File: src/hw/rtl/ssf_pkg.sv
// Shared types, constants and helpers for the Q31 state-space filter.
// No dependencies; every other file of the block refers to it by scoped names.
package ssf_pkg;

  // Default matrix sizes
  localparam int STATE_ORDER  = 7;
  localparam int IN_CHANNELS  = 2;
  localparam int OUT_CHANNELS = 2;

  // Coefficient store geometry
  localparam int STORE_DEPTH = 128;
  localparam int ADDR_W      = 7;
  localparam int DATA_W      = 32;
  localparam int ACC_W       = 64;

  // Command codes
  localparam logic OP_WRITE  = 1'b0;
  localparam logic OP_SAMPLE = 1'b1;

  // Matrix-vector row kinds
  localparam logic [1:0] KIND_C = 2'd0;
  localparam logic [1:0] KIND_A = 2'd1;
  localparam logic [1:0] KIND_B = 2'd2;

  // Control that travels with each MAC operand pair
  typedef struct packed {
    logic valid;
    logic first;
    logic last;
  } mac_ctl_t;

  // Q31 add with saturation
  function automatic logic [DATA_W-1:0] sat_add(input logic [DATA_W-1:0] a,
                                                input logic [DATA_W-1:0] b);
    logic [DATA_W:0] s;
    s = {a[DATA_W-1], a} + {b[DATA_W-1], b};
    if (s[DATA_W] != s[DATA_W-1]) begin
      sat_add = s[DATA_W] ? {1'b1, {(DATA_W-1){1'b0}}} : {1'b0, {(DATA_W-1){1'b1}}};
    end else begin
      sat_add = s[DATA_W-1:0];
    end
  endfunction

endpackage

File: src/hw/rtl/ssf_coef_mem.sv
// Coefficient store: 128 Q31 words, one write and one registered read port.
// Per-entry valid bits make unwritten entries read as zero after reset. Uses ssf_pkg.
module ssf_coef_mem (
  input  logic                               clk,
  input  logic                               rst_n,
  input  logic                               we,
  input  logic        [ssf_pkg::ADDR_W-1:0]  waddr,
  input  logic        [ssf_pkg::DATA_W-1:0]  wdata,
  input  logic                               re,
  input  logic        [ssf_pkg::ADDR_W-1:0]  raddr,
  output logic signed [ssf_pkg::DATA_W-1:0]  rdata
);

  logic [ssf_pkg::DATA_W-1:0] mem [ssf_pkg::STORE_DEPTH];
  logic [ssf_pkg::STORE_DEPTH-1:0] vld_r;
  logic [ssf_pkg::DATA_W-1:0] rdata_r;

  always_ff @(posedge clk) begin
    if (!rst_n) begin
      vld_r <= '0;
    end else if (we) begin
      vld_r[waddr] <= 1'b1;
    end
  end

  always_ff @(posedge clk) begin
    if (we) begin
      mem[waddr] <= wdata;
    end
  end

  always_ff @(posedge clk) begin
    if (re) begin
      rdata_r <= vld_r[raddr] ? mem[raddr] : '0;
    end
  end

  assign rdata = $signed(rdata_r);

endmodule

File: config.mk
export PLATFORM = sky130hd
export DESIGN_NAME = ssf_coef_mem
export DESIGN_NICKNAME = d
export VERILOG_FILES = /design/src/hw/rtl/ssf_pkg.sv /design/src/hw/rtl/ssf_coef_mem.sv
export SDC_FILE = /design/constraint.sdc
export NUM_CORES = 2
export LEC_CHECK = 0
export ABC_AREA = 0
export BUFFER_PORTS_ARGS = -buffer_cell sky130_fd_sc_hd__clkbuf_2
export CAP_MARGIN = 5
export CORE_ASPECT_RATIO = 0.8
export CORE_MARGIN = 1.5
export CORE_UTILIZATION = 55
export DETAILED_ROUTE_END_ITERATION = 6
export PLACE_DENSITY = 0.71
export SLEW_MARGIN = 5
export SYNTH_ARGS = -nofsm -noshare
export SYNTH_HDL_FRONTEND = slang
export SYNTH_SLANG_ARGS = --single-unit
File: constraint.sdc
create_clock -name clk -period 4.29 [get_ports clk]
set_clock_uncertainty 0.2 [all_clocks]
set_input_delay 0.858 -clock clk [delete_from_list [all_inputs] [get_ports clk]]
set_output_delay 0.858 -clock clk [all_outputs]
set_load 0.05 [all_outputs]
==> out/results.txt <==
initial antenna violation count: 33
Post-CTS Setup Repair Bufs: 0
Max-Cap Viols: 0
part of the power in registers: 0.543
Worst Slack Setup Final: 800 ps
CTS tree: done
GP Congestion: 0.882
internal power: 66.4 mW
Psw: 18.0 mW
Yosys reg bits: 4,256
hold_buf cts: 0
final hold vios: 0
root buf cell: clkbuf_16
clk buf depth: 4
final setup vio count: 0
share of post-route cells with drive strength above 1: 0.271
Clock Sink Count: 4,256
commonest cells after routing, fill and taps aside: 4,128 x edfxtp_1, 836 x mux4_2, 544 x buf_4, 452 x mux2i_1, 396 x clkbuf_16
area delta synth->final: 14.2%
DR WL/cell: 36.3 um
Total GRT Usage: 0.298
DRC Markers: 0
Comb pwr share: 0.057
Hold Crit Depth: 1
pwr/cell area: 455 mW/mm2
H-tree depth: 5
R2R Setup Slk: 1200 ps
Clk network pwr share: 0.399
uppermost layer routed: met5
Worst Reg-to-Reg Cells: 7
Crit Path Max Fanout: 30
Worst setup EP type: register
worst reg2reg startpoint: vld_r[27]
final WL: 446,000 um
global route overflow: 0
placed cell areas: 0.173 mm2
CP Class: primary input to register
post-place setup slack: -88.2 ps
switching share of power: 0.213
Die H: 489 um
initial drt markers: 13,800
VDD IR max: 0.000408 V
critical path launch point type: primary input
Mapped Area: 0.162 mm2
Critical Path Sink: rdata[15]
vias in the first global route: 81,600
RSZ-0062 raised after global routing: no
Final period util: 0.813
Port Buf Inserts: 81
Post-synth EDFFs: 4,128
Die W: 611 um
met3 wire length: 66,300 um
Slew @ Worst Pin: 1360 ps
Nets: 8,151
CTS resizes: 0
vias per inst: 6.83
Final Critical Period: 3490 ps
worst setup path startpoint: raddr[0]
Core Area: 0.294 mm2
warnings from Yosys: 0
Max Transition Viols Final: 0
Fin Setup TNS: 0 ps
dpl hpwl: 262,000 um
I/O pin cnt: 82
Starting Density: 0.553
Distinct cells, synth: 52
Die Area: 0.299 mm2
largest net degree at the start of global routing: 129
synthesized instance count: 7,422
Max Fclk: 287 MHz
met1 WL: 166,000 um
most common cell after layout, fill and taps aside: edfxtp_1
antenna viol nets, final: 0
critical path arrival: 3950 ps
first-pass GRT wire length: 622,000 um
worst hold slack: 41.1 ps
syn_nets: 7,472
final instance area: 0.185 mm2
Worst EP required: 4750 ps
TritonRoute pass-1 iters: 6
# rows: 178
Reg-to-Reg End: rdata[0]
later-pin clock latency in the skew report: 930 ps
TritonCTS Buffers: 387
sequential fraction of the synthesis area: 0.779
Leakage: 59.2 nW
Max-Slew Margin vs Limit: 0.0858
wire length on met2: 198,000 um
syn_area_per_cell: 21.9 um2
Primary FF master, synth: edfxtp_1
total power draw: 84.4 mW
Worst Hold Class: primary input to register
via total after detailed routing: 84,000
clock slew at reported path FFs: 60 ps
outcome: finished, final reports clean
Async S/R FF share, synth: 0
-- sequential cells by signal, summed over array words and instances, names as in the netlist --
signal	flops
rdata	32
mem	4096
vld_r	128
-- cell type report --
cell class / count / area [um2]
Fill cell: 18900 / 108000
Clock inverter: 186 / 1710
Antenna cell: 14 / 35.0
Inverter: 5 / 26.3
Tap cell: 3870 / 4840
Multi-Input combinational cell: 2713 / 34500
Timing Repair Buffer: 738 / 7330
Clock buffer: 516 / 10500
Sequential cell: 4256 / 127000
-- cell families (layout without fill, tap and decap cells) --
family,Yosys count,after routing,synth area share
AO/OA/AOI/OAI,925,925,0.0429
buffers and inverters,453,1445,0.0147
flip-flops,4256,4256,0.779
multiplexers,1349,1349,0.151
other,0,14,0
AND/OR/NAND/NOR,439,439,0.0125
-- worst max-delay path: stages --
cell     delay, ps
buf_12         300
buf_4          480
mux4_2         570
mux2i_1        470
o21ai_0        510
a41o_1         490
o311a_1        180
-- synthesized netlist by cell type, drive strengths merged, types with 2 or more instances --
library cell  number  area share
mux4             866        0.12
and2               3     0.00012
a22o              39      0.0021
a221o              7     0.00043
a21oi             55      0.0017
a22oi            219       0.010
a211oi            27      0.0012
nand3            126      0.0039
o211ai            51      0.0024
nand2b             3     0.00012
o22a               7     0.00038
a221oi           192       0.010
nor2b             34      0.0013
o21a             128      0.0059
nor2             210      0.0049
and3               7     0.00027
o22ai             31      0.0012
edfxtp          4128        0.76
nor3b              7     0.00032
dfxtp            128       0.016
nor3               3    0.000092
nand3b             4     0.00018
inv                4    0.000092
mux2i            452       0.028
buf              219      0.0093
o311a             25      0.0015
nand2             24     0.00055
nand4b             4     0.00022
or2                2    0.000077
a41o              25      0.0015
mux2              31      0.0021
nand4              8     0.00031
o21ai             84      0.0026
a31oi             29      0.0011
or3                2    0.000077
clkbuf           229      0.0053
-- per-stage QoR --
step / util / instances
after floorplan: - / 7422
after global placement: 0.590 / 11600
after detailed placement: 0.590 / 11600
after CTS: 0.631 / 12300
after global routing: 0.631 / 12300
final: 0.631 / 12300
-- how the worst min path moves through the flow --
stage,end,startpoint,slack [ps]
CTS,mem[25][15],wdata[15],5
global placement,vld_r[119],vld_r[119],240
detailed placement,vld_r[5],vld_r[5],250
global route,mem[57][15],wdata[15],30
finish,mem[25][15],wdata[15],40
floorplan,vld_r[101],vld_r[101],230
-- power by group through the flow --
stage	Clock, mW	Combinational, mW	Sequential, mW
2_1_floorplan	0	2.21	46.8
6_report	33.7	4.85	45.8
3_5_place_dp	0	4.73	46.7
5_1_grt	35.5	5.01	45.8
4_1_cts	33.9	4.75	45.8
3_3_place_gp	0	4.63	46.7
-- routing by layer --
layer,vias to the layer above,track usage
met4,8,0.101
met1,44400,0.433
met2,5827,0.434
met5,-,0
met3,733,0.0922
li1,33100,-
No activity file was read; power rests on OpenSTA's default activity.
