==> src/hw/rtl/ssf_pkg.sv <==
// Shared types, constants and helpers for the Q31 state-space filter.
// No dependencies; every other file of the block refers to it by scoped names.
package ssf_pkg;

  // Default matrix sizes
  localparam int STATE_ORDER  = 7;
  localparam int IN_CHANNELS  = 2;
  localparam int OUT_CHANNELS = 2;

  // Coefficient store geometry
  localparam int STORE_DEPTH = 128;
  localparam int ADDR_W      = 7;
  localparam int DATA_W      = 32;
  localparam int ACC_W       = 64;

  // Command codes
  localparam logic OP_WRITE  = 1'b0;
  localparam logic OP_SAMPLE = 1'b1;

  // Matrix-vector row kinds
  localparam logic [1:0] KIND_C = 2'd0;
  localparam logic [1:0] KIND_A = 2'd1;
  localparam logic [1:0] KIND_B = 2'd2;

  // Control that travels with each MAC operand pair
  typedef struct packed {
    logic valid;
    logic first;
    logic last;
  } mac_ctl_t;

  // Q31 add with saturation
  function automatic logic [DATA_W-1:0] sat_add(input logic [DATA_W-1:0] a,
                                                input logic [DATA_W-1:0] b);
    logic [DATA_W:0] s;
    s = {a[DATA_W-1], a} + {b[DATA_W-1], b};
    if (s[DATA_W] != s[DATA_W-1]) begin
      sat_add = s[DATA_W] ? {1'b1, {(DATA_W-1){1'b0}}} : {1'b0, {(DATA_W-1){1'b1}}};
    end else begin
      sat_add = s[DATA_W-1:0];
    end
  endfunction

endpackage

==> src/hw/rtl/ssf_mac.sv <==
// Shared multiply-accumulate unit: registered 32x32 product, 64-bit wrapping
// accumulator, row result taken as bits 62..31. Uses ssf_pkg::mac_ctl_t.
module ssf_mac (
  input  logic                               clk,
  input  logic                               rst_n,
  input  ssf_pkg::mac_ctl_t                  ctl,
  input  logic signed [ssf_pkg::DATA_W-1:0]  coef,
  input  logic signed [ssf_pkg::DATA_W-1:0]  opnd,
  output logic                               res_valid,
  output logic        [ssf_pkg::DATA_W-1:0]  res
);

  ssf_pkg::mac_ctl_t                 ctl2_r;
  logic signed [ssf_pkg::ACC_W-1:0]  prod_r;
  logic        [ssf_pkg::ACC_W-1:0]  acc_r;
  logic        [ssf_pkg::ACC_W-1:0]  acc_sum;
  logic        [ssf_pkg::DATA_W-1:0] res_r;
  logic                              res_valid_r;

  always_ff @(posedge clk) begin
    if (!rst_n) begin
      ctl2_r      <= '0;
      res_valid_r <= 1'b0;
    end else begin
      ctl2_r      <= ctl;
      res_valid_r <= ctl2_r.valid && ctl2_r.last;
    end
  end

  always_ff @(posedge clk) begin
    if (ctl.valid) begin
      prod_r <= 64'(coef) * 64'(opnd);
    end
  end

  // Start a fresh sum on the first term of a row
  assign acc_sum = (ctl2_r.first ? '0 : acc_r) + $unsigned(prod_r);

  always_ff @(posedge clk) begin
    if (ctl2_r.valid) begin
      acc_r <= acc_sum;
      if (ctl2_r.last) begin
        res_r <= acc_sum[62:31];
      end
    end
  end

  assign res_valid = res_valid_r;
  assign res       = res_r;

endmodule

==> config.mk <==
export PLATFORM = sky130hd
export DESIGN_NAME = ssf_mac
export DESIGN_NICKNAME = d
export VERILOG_FILES = /design/src/hw/rtl/ssf_pkg.sv /design/src/hw/rtl/ssf_mac.sv
export SDC_FILE = /design/constraint.sdc
export NUM_CORES = 2
export LEC_CHECK = 0
export BUFFER_PORTS_ARGS = -buffer_cell sky130_fd_sc_hd__clkbuf_2
export CAP_MARGIN = 20
export CORE_ASPECT_RATIO = 0.6
export CORE_MARGIN = 2
export CORE_UTILIZATION = 55
export DETAILED_ROUTE_END_ITERATION = 6
export GPL_TIMING_DRIVEN = 0
export MAX_ROUTING_LAYER = met4
export PLACE_DENSITY_LB_ADDON = 0.15
export SLEW_MARGIN = 20
export SYNTH_ARGS = -nofsm -noshare
export SYNTH_HDL_FRONTEND = slang
export SYNTH_SLANG_ARGS = --single-unit
==> constraint.sdc <==
create_clock -name clk -period 17.15 [get_ports clk]
set_clock_uncertainty 0.15 [all_clocks]
set_input_delay 2.5725 -clock clk [delete_from_list [all_inputs] [get_ports clk]]
set_output_delay 2.5725 -clock clk [all_outputs]
set_load 0.01 [all_outputs]
==> reports/summary.md <==
• completed — status
• 0 — count of antenna-violating nets left after detailed routing
• 0.0873 GHz — highest clock frequency the design can meet
• 0 — final-report setup violation count
• sky130_fd_sc_hd__fa_1 (1073), sky130_fd_sc_hd__inv_1 (990), sky130_fd_sc_hd__nand2_1 (572), sky130_fd_sc_hd__and2_1 (508), sky130_fd_sc_hd__ha_1 (244) — highest-count cells in the layout ignoring fill and taps
• 26.4 um — per-cell routed wire length
• 80 — row cnt
• 0 ps — Post-Route Setup TNS
• 4072 — initial detailed-routing violation count
• 35000 — vias in the first global route
• 130 mm — Post-DP HPWL
• 0.154 — simple-gate share of the synthesized area
• 0.549 — synthesized-area fraction occupied by adder cells
• 158 — number of enable flip-flop cells after synthesis
• input pin — launching element type of the critical path
• 0 — setup fix buffers added after clock tree synthesis
• yes — CTS tree
• flip-flop — kind of capture point of the worst setup path
• 83600 sq um — floorplan die area
• 11460 ps — time the worst path needs with I/O delays and setup
• 154 mm — Post-Route WL
• 225 um — Vert. Die Dim
• 0 — Final Hold Vio Count
• sky130_fd_sc_hd__clkbuf_16 — CTS root buffer
• 0 — Final Max Slew Viols
• 0.000224 — multiplexer fraction of the synthesized cell area
• 3 — number of buffers on the longest clock path
• sky130_fd_sc_hd__edfxtp_1 — most used flip-flop cell after synthesis
• 1280 ps — Least-Margin Pin Slew
• 500 ps — clock latency at the later pin of the worst-skew pair
• 11540 ps — worst endpoint data arrival time
• 0.108 — share of the yosys chip area belonging to registers
• 102 — Top-Level Pins
• 0.0375 — share of final-layout standard cells stronger than drive strength 1
• no — unrepaired setup endpoints after global routing
• 25 — number of buffers inserted during clock tree synthesis
• 162 — number of flip-flops and latches in the synthesized netlist
• 6 — Detailed Routing Iterations Pass 1
• 60 ps — clock transition at the registers of the reported paths
• 0 — count of hold-fix buffers inserted at cts
• reg -> reg — classification of the worst-slack hold path
• 0.559 — starting density of the core
• 101 — buffers added on ports
• ctl2_r[1] — R2R Path Start
• 4609 — instance count of the mapped netlist
• 0.0259 — area share of xor/xnor cells in the synthesized design
• 44700 sq um — Netlist Area Pre-Place
• 0.148 — Max transition margin
• 0.0596 — compound-cell area share of the yosys netlist
• 0.668 — portion of the clock cycle consumed by the worst path in the final layout
• 6.11% — area delta synth->final
• coef[31] — Critical Path Start
• 0 — cts repair resizes
• 372 um — horizontal die dimension
• 33 — initial antenna violation count
• 9.70 sq um — synthesized area per cell
• 0.402 — all-layer global routing usage
• 33400 — via count
• ctl2_r[0] — worst min-delay path startpoint
• 17230 ps — Req. time, crit path
• 4 — level count of the clock H-tree
• 5.71 — vias per std cell
• 0 — grt total ovfl
• 10 — maximum net fanout on the critical path
• 162 — TritonCTS sink count
• 6128 — Total Nets Final
• in -> reg — critical setup path kind
• 68 — number of distinct library cell variants in the gate-level netlist after synthesis
• 0 — ys async rst share
• adder cells — main combinational cell family by area after synthesis
• 0 — YS warnings
• 80000 sq um — Floorplan Core Area
• 232 mm — wire length of the first global-routing pass
• sky130_fd_sc_hd__fa_1 — most common cell after layout, fill and taps aside
• 1.05 — RePlAce Congestion
• 0 — Max Cap Violations
• 0 — Post-route DRC
• 53 — largest net degree at the start of global routing
• 5996 — synthesized netlist net count
[metal layers]
metal,part of all wire,vias up,track usage
li1,-,14100,-
met1,0.42,17000,0.568
met2,0.39,2011,0.528
met3,0.15,278,0.167
met4,0.034,0,0.111
met5,0,-,-
[cell families (layout without fill, tap and decap cells)]
logic type / Yosys count / in the layout
and+or+nand+nor: 1362 / 1362
adders and majority gates: 1318 / 1318
buffers and inverters: 1221 / 1359
AOI/OAI and AO/OA: 413 / 413
DFF: 162 / 162
xor gates and xnor gates: 132 / 132
muxes: 1 / 1
other: 0 / 31
[path summary, 6_finish.rpt]
check / end / slack (ps) / depth (start not counted)
max: prod_r[60] / 5690 / 24
min: res_valid / 330 / 1
max reg2reg: acc_r[57] / 12330 / 13
min reg2reg: res_valid / 330 / 1
[cells in the mapped netlist, types with 4 or more instances]
cell | number | share of area
sky130_fd_sc_hd__a211o_1 | 4 | 0.00078
sky130_fd_sc_hd__a211oi_1 | 10 | 0.0017
sky130_fd_sc_hd__a21boi_0 | 6 | 0.0010
sky130_fd_sc_hd__a21o_1 | 70 | 0.012
sky130_fd_sc_hd__a21oi_1 | 141 | 0.016
sky130_fd_sc_hd__a21oi_2 | 4 | 0.00078
sky130_fd_sc_hd__a31o_2 | 4 | 0.00078
sky130_fd_sc_hd__a31oi_1 | 12 | 0.0017
sky130_fd_sc_hd__and2_1 | 509 | 0.071
sky130_fd_sc_hd__and3_1 | 13 | 0.0018
sky130_fd_sc_hd__clkbuf_1 | 229 | 0.019
sky130_fd_sc_hd__dfxtp_1 | 4 | 0.0018
sky130_fd_sc_hd__edfxtp_1 | 158 | 0.11
sky130_fd_sc_hd__fa_1 | 1074 | 0.48
sky130_fd_sc_hd__ha_1 | 244 | 0.068
sky130_fd_sc_hd__inv_1 | 990 | 0.083
sky130_fd_sc_hd__nand2_1 | 572 | 0.048
sky130_fd_sc_hd__nand2b_1 | 23 | 0.0032
sky130_fd_sc_hd__nand3_1 | 23 | 0.0026
sky130_fd_sc_hd__nand4_1 | 26 | 0.0036
sky130_fd_sc_hd__nor2_1 | 69 | 0.0058
sky130_fd_sc_hd__nor2b_1 | 97 | 0.014
sky130_fd_sc_hd__nor3_1 | 14 | 0.0016
sky130_fd_sc_hd__o211ai_1 | 6 | 0.0010
sky130_fd_sc_hd__o21a_1 | 9 | 0.0015
sky130_fd_sc_hd__o21ai_0 | 74 | 0.0083
sky130_fd_sc_hd__o21ai_1 | 7 | 0.00078
sky130_fd_sc_hd__o21bai_1 | 23 | 0.0039
sky130_fd_sc_hd__o31ai_1 | 6 | 0.0010
sky130_fd_sc_hd__xnor2_1 | 90 | 0.018
sky130_fd_sc_hd__xor2_1 | 42 | 0.0082
[area by class of cell]
type | count | area [sq um]
inverter | 990 | 3720
clock inverter | 7 | 85.1
timing repair buffer | 105 | 582
tap | 1066 | 1330
multi-input combinational | 3226 | 35300
sequential | 162 | 4830
buffer | 231 | 886
fill | 7029 | 32600
antenna | 31 | 77.6
clock buffer | 26 | 629
[worst max-delay path, cell delays in order]
cell                       delay, ps
sky130_fd_sc_hd__clkbuf_2        170
sky130_fd_sc_hd__clkbuf_1        770
sky130_fd_sc_hd__nand2_1         230
sky130_fd_sc_hd__inv_1           190
sky130_fd_sc_hd__fa_1            180
sky130_fd_sc_hd__inv_1            50
sky130_fd_sc_hd__fa_1            530
sky130_fd_sc_hd__inv_1            80
sky130_fd_sc_hd__fa_2            850
sky130_fd_sc_hd__inv_1           210
sky130_fd_sc_hd__fa_1            870
sky130_fd_sc_hd__inv_1           420
sky130_fd_sc_hd__fa_1            590
sky130_fd_sc_hd__fa_1            500
sky130_fd_sc_hd__fa_1            620
sky130_fd_sc_hd__fa_1            460
sky130_fd_sc_hd__ha_1            290
sky130_fd_sc_hd__clkbuf_1        300
sky130_fd_sc_hd__nand4_1         190
sky130_fd_sc_hd__nor4_1          280
sky130_fd_sc_hd__a21oi_2         150
sky130_fd_sc_hd__o41ai_2         550
sky130_fd_sc_hd__a311oi_1        240
sky130_fd_sc_hd__xnor2_1         170
[flip-flops by register name (all words and copies together) (netlist names)]
name       flops
acc_r         63
ctl2_r         3
prod_r        63
res           32
res_valid      1
[through the flow]
step / instances / hold WS [ps] / cell area (sq um) / worst slack, ps / util
6_report: 5844 / 333 / 47400 / 5690 / 0.593
5_1_grt: 5835 / 356 / 47400 / 5380 / 0.593
4_1_cts: 5811 / 331 / 47300 / 5840 / 0.592
3_5_place_dp: 5778 / 316 / 46600 / 5340 / 0.583
3_3_place_gp: 5776 / 327 / 46500 / 5060 / 0.582
2_1_floorplan: 4609 / 294 / 44700 / 6900 / -
Power is not shown: default switching activity piles up to over one toggle a cycle in this logic, so the estimate is an artifact.
